## config.mk

```make
export PLATFORM = sky130hd
export DESIGN_NAME = hcbs_merge
export DESIGN_NICKNAME = d
export VERILOG_FILES = /design/src/hw/rtl/hcbs_pkg.sv /design/src/hw/rtl/hcbs_merge.sv
export SDC_FILE = /design/constraint.sdc
export NUM_CORES = 1
export LEC_CHECK = 0
export BUFFER_PORTS_ARGS = -buffer_cell sky130_fd_sc_hd__buf_2
export CORE_MARGIN = 5
export CORE_UTILIZATION = 25
export CTS_BUF_LIST = sky130_fd_sc_hd__clkbuf_2 sky130_fd_sc_hd__clkbuf_4 sky130_fd_sc_hd__clkbuf_8
export DETAILED_ROUTE_END_ITERATION = 10
export GPL_TIMING_DRIVEN = 1
export SYNTH_ARGS = -nofsm -noshare
export SYNTH_HDL_FRONTEND = slang
export SYNTH_SLANG_ARGS = --single-unit
```

## constraint.sdc

```tcl
create_clock -name clk_i -period 30.3 [get_ports clk_i]
set_input_delay 4.545 -clock clk_i [delete_from_list [all_inputs] [get_ports clk_i]]
set_output_delay 4.545 -clock clk_i [all_outputs]
set_load 0.005 [all_outputs]
```

## src/hw/rtl/hcbs_pkg.sv

```systemverilog
// Shared constants, register codes and lane interface types for the
// held-command boxcar smoother. No dependencies.
package hcbs_pkg;

  localparam int unsigned CMD_W      = 24;
  localparam int unsigned RATE_W     = 17;
  localparam int unsigned PERIOD_W   = 8;
  localparam int unsigned CFG_IDX_W  = 8;
  localparam int unsigned CMD_FIELDS = 6;
  localparam int unsigned CHANNELS   = 6;
  localparam int unsigned LANES      = CHANNELS + 1;
  localparam int unsigned WINDOW     = 200;

  localparam int unsigned PTR_W   = $clog2(WINDOW);
  localparam int unsigned SUM_W   = CMD_W + PTR_W;
  localparam int unsigned MAG_W   = SUM_W;
  localparam int unsigned DIV_K   = MAG_W + PTR_W;
  localparam int unsigned DIV_M_W = MAG_W + 1;

  // Reciprocal of WINDOW, exact for any dividend below 2**MAG_W
  localparam logic [63:0] DIV_M_L =
      ((64'd1 << DIV_K) + 64'(WINDOW) - 64'd1) / 64'(WINDOW);
  localparam logic [DIV_M_W-1:0] DIV_M = DIV_M_L[DIV_M_W-1:0];

  localparam logic [CFG_IDX_W-1:0] REG_REFRESH_PERIOD = CFG_IDX_W'(0);
  localparam logic [CFG_IDX_W-1:0] REG_FALLBACK_VALUE = CFG_IDX_W'(1);

  localparam logic [PERIOD_W-1:0] PERIOD_RESET   = PERIOD_W'(5);
  localparam logic [CMD_W-1:0]    FALLBACK_RESET = CMD_W'(1);

  typedef struct packed {
    logic             acc;
    logic             adv;
    logic [PTR_W-1:0] addr;
    logic             zero;
  } lane_ctrl_t;

  typedef struct packed {
    logic             neg;
    logic [CMD_W-1:0] quot;
  } lane_res_t;

endpackage

```

## src/hw/rtl/hcbs_merge.sv

```systemverilog
// Merge stage: restores the sign of each lane mean and registers the result.
// Depends on hcbs_pkg.
module hcbs_merge (
  input  logic                                              clk_i,
  input  logic                                              rst_ni,
  input  logic                                              s2_valid_i,
  input  hcbs_pkg::lane_res_t [hcbs_pkg::LANES-1:0]         res_i,
  output logic                                              load_o,
  input  logic                                              out_stall_i,
  output logic                                              out_valid_o,
  output logic [hcbs_pkg::CMD_FIELDS-1:0][hcbs_pkg::CMD_W-1:0] vel_o,
  output logic [hcbs_pkg::RATE_W-1:0]                       rate_o
);
  import hcbs_pkg::*;

  logic                                out_valid_q;
  logic                                out_ready;
  logic [CMD_FIELDS-1:0][CMD_W-1:0]    vel_d;
  logic [CMD_FIELDS-1:0][CMD_W-1:0]    vel_q;
  logic [CMD_W-1:0]                    rate_full;
  logic [RATE_W-1:0]                   rate_q;

  function automatic logic [CMD_W-1:0] signed_mean(lane_res_t r);
    return r.neg ? CMD_W'(-r.quot) : r.quot;
  endfunction

  assign out_ready = !out_valid_q || !out_stall_i;
  assign load_o    = s2_valid_i && out_ready;

  always_comb begin
    vel_d = '0;
    for (int j = 0; j < CHANNELS; j++) begin
      vel_d[j] = signed_mean(res_i[j]);
    end
  end

  assign rate_full = signed_mean(res_i[CHANNELS]);

  always_ff @(posedge clk_i or negedge rst_ni) begin
    if (!rst_ni) begin
      out_valid_q <= 1'b0;
    end else if (out_ready) begin
      out_valid_q <= s2_valid_i;
    end
  end

  always_ff @(posedge clk_i) begin
    if (load_o) begin
      vel_q  <= vel_d;
      rate_q <= rate_full[RATE_W-1:0];
    end
  end

  assign out_valid_o = out_valid_q;
  assign vel_o       = vel_q;
  assign rate_o      = rate_q;

endmodule

```

==> run_results.csv <==
group,metric,value,unit
worst_setup_path,crit_chain,"buf_2, a21boi_4, buf_2",
yosys,postSynthCellCount,629,
timing,worst_slew_pin_slew,0.997,ns
floorplan,rows,65,
drt,drc,0,
finish,fin_cells,1418,
floorplan,io_pins,342,
power_and_ir_drop,switching_share,0.265,
place,port_buffers,334,
power_and_ir_drop,finalPower,0.518,mW
worst_setup_path,crit_required,25.76,ns
timing,setup_viol,0,
worst_setup_path,critPathSlowestCell,"a21boi_4",
drt,vias_per_cell,4.50,
yosys,synth_area_leaders,"edfxtp_1 (60%), xnor2_1 (16%), o31ai_1 (4.5%), o21ai_0 (2.9%), o41ai_1 (2.7%)",
global_routing,antenna_found_initial,3,
worst_setup_path,endpoint_kind,"output port",
finish,final_util,0.336,
finish,synthToLayoutAreaGrowth,31.9,%
yosys,synth_top_cell_area_share,0.597,
clocking,clock_sinks,162,
timing,finalMaxSlewViolations,0,
power_and_ir_drop,internal-power,0.380,mW
worst_setup_path,reg2reg_from,"out_valid_o",
yosys,synth_area,0.00809,mm2
worst_hold_path,min_path_type,"register to register",
global_routing,grt_max_degree,162,
drt,dr.first_iter.drc_count,242,
drt,wl_per_cell,16.6,um
floorplan,dieArea,0.0361,mm2
clocking,cts_tree,"yes",
power_and_ir_drop,combPwrFrac,0.157,
power_and_ir_drop,pwr-share-clk,0.317,
job,cap_violations,0,
timing,hold_viol_final,0,
timing,rsz0062_at_grt,"false",
worst_setup_path,crit_family,"buffers and inverters",
floorplan,coreArea,0.0318,mm2
finish,fillers,3182,
global_routing,grt.overflow.total,0,
worst_setup_path,ff2ff_path_depth,2,
worst_hold_path,min_path_cells,1,
floorplan,fp.dieW,190,um
power_and_ir_drop,p_sw,0.137,mW
floorplan,dieHeight,190,um
drt,wl,23500,um
clocking,htreeDepth,4,
global_routing,grt_pass1_vias,6342,
finish,final_common_cell,"buf_2",
place,dp_cells,1383,
clocking,cts_buffer_depth,2,
finish,nNetsFinal,1153,
yosys,syn_nets,815,
yosys,synth_cell_types,33,
place,gp_congestion,0.838,
timing,max_freq,0.104,GHz
worst_setup_path,critPathBufInv,2,
worst_setup_path,cp-start-kind,"primary input",
worst_setup_path,cp-startpoint,"out_stall_i",
yosys,yosys.area.top_type,"edfxtp_1",
place,dp_hpwl,18200,um
worst_hold_path,hp-start,"out_valid_o",
status,status,"complete, no violations",
clocking,post_cts_resized,0,
worst_setup_path,slowest_delay,0.22,ns
yosys,avgSynthCellArea,12.9,um2
global_routing,grtUsageTotal,0.127,
worst_setup_path,worstSetupPathType,"primary input to output port",
power_and_ir_drop,power_frac_seq,0.526,
drt,antenna_left,0,
finish,final_area,0.0107,mm2
clocking,clkTransAtPathRegs,0.10,ns
worst_hold_path,min_to,"out_valid_o",
finish,layout-drive-gt1-share,0.386,
timing,fin_crit_sh,0.317,
clocking,clk_latency,0.48,ns
finish,final_cell_mix,"buf_2 (334), edfxtp_1 (161), xnor2_1 (147)",
place,place_ws,20.71,ns
drt,vias,6386,
clocking,postCtsSetupBuffers,0,
floorplan,start_util,0.255,
place,placed_area,0.0103,mm2
worst_setup_path,critPathArrivalTime,5.06,ns
drt,drt-pass1-iter-count,5,
worst_setup_path,path_max_fanout,2,
worst_setup_path,reg2reg_to,"vel_o[1]",
yosys,yosys_warnings,0,
timing,tns,0,ns
power_and_ir_drop,peakVddDrop,0.0201,mV
clocking,holdBufCountCts,0,
timing,finClkSkew,0.0105,ns
clocking,cts_inserted_buffers,17,
yosys,synth_seq_area_share,0.600,
power_and_ir_drop,power_density,48.5,mW/mm2
yosys,ys_ff_latch,162,
clocking,cts-root-buf,"clkbuf_8",
global_routing,grt_pass1_wl,35300,um
power_and_ir_drop,leakagePower,3.89,nW
timing,slew_headroom,0.329,
worst_setup_path,r2r_slack,28.42,ns
worst_setup_path,worst_path_most_repeated_cell,"buf_2",
timing,setup_ws,20.70,ns
timing,finalWorstPathRequiredPeriod,9.60,ns
timing,holdWs,0.574,ns
## cells by family (layout without fill, tap and decap cells)
kind of cell               count (synthesis)  count (layout)  synth area share
DFF                                      162             162             0.600
and+or+nand+nor                          153             153             0.101
xor gates and xnor gates                 147             147             0.159
AOI/OAI and AO/OA                        127             127             0.113
buffers and inverters                     33             384            0.0164
adders and majority gates                  7               7            0.0108
other                                      0               3                 0
## synth_stat cells
cell type and number:
a21boi_0 1, a21o_1 1, buf_1 1, buf_2 1
buf_6 1, clkbuf_1 13, dfrtp_1 1, edfxtp_1 161
ha_1 7, inv_1 17, nand2_1 52, nand2b_1 10
nand3_1 11, nand3b_1 3, nand4_1 7, nand4b_1 4
nor2_1 8, nor2b_1 1, nor3_1 18, nor3b_1 3
nor4_1 13, nor4b_1 1, o21ai_0 47, o31ai_1 48
o41ai_1 25, o41ai_2 5, or2_2 1, or3_1 10
or3b_2 1, or4_1 7, or4_4 2, or4b_2 1
xnor2_1 147
## final cells by class
type	instances	area (um2)	area share
inverters	17	63.8	0.00598
repair buffers	335	1690	0.158
diodes	3	7.51	0.000703
clock buffers	18	241	0.0226
flip-flops and latches	162	4860	0.455
well taps	435	544	0.0510
multi-input cells	434	3110	0.292
clock inverters	14	155	0.0145
## flip-flops by register name, indices dropped and copies added (netlist names)
register     count
vel_o          144
out_valid_o      1
rate_o          17
## worst max-delay path by stage
stage,endpoint,slack [ns],cells after the start
after CTS,load_o,20.71,3
after global placement,load_o,20.71,3
after detailed placement,load_o,20.71,3
final,load_o,20.70,3
after floorplan,load_o,9.49,1
after global routing,load_o,20.67,3
## per-layer routing
metal / share of wire / global-route usage / vias up
met5: 0 / 0 / -
met4: 0.035 / 0.0573 / 0
met3: 0.068 / 0.0383 / 38
met2: 0.50 / 0.213 / 209
met1: 0.39 / 0.150 / 3054
li1: - / - / 3085
## worst register-to-register path, cell delays in order (launching register included)
cell	delay, ns
dfrtp_1	0.43
a21boi_4	0.26
buf_12	0.60
## power by group through the flow
stage / Combinational, mW / Clock (mW) / Sequential, mW
CTS: 0.0823 / 0.173 / 0.273
global placement: 0.0810 / 0 / 0.277
global route: 0.0893 / 0.181 / 0.274
finish: 0.0811 / 0.164 / 0.272
floorplan: 0.0343 / 0 / 0.286
detailed placement: 0.0821 / 0 / 0.278
(Power assumes the default switching activity.)
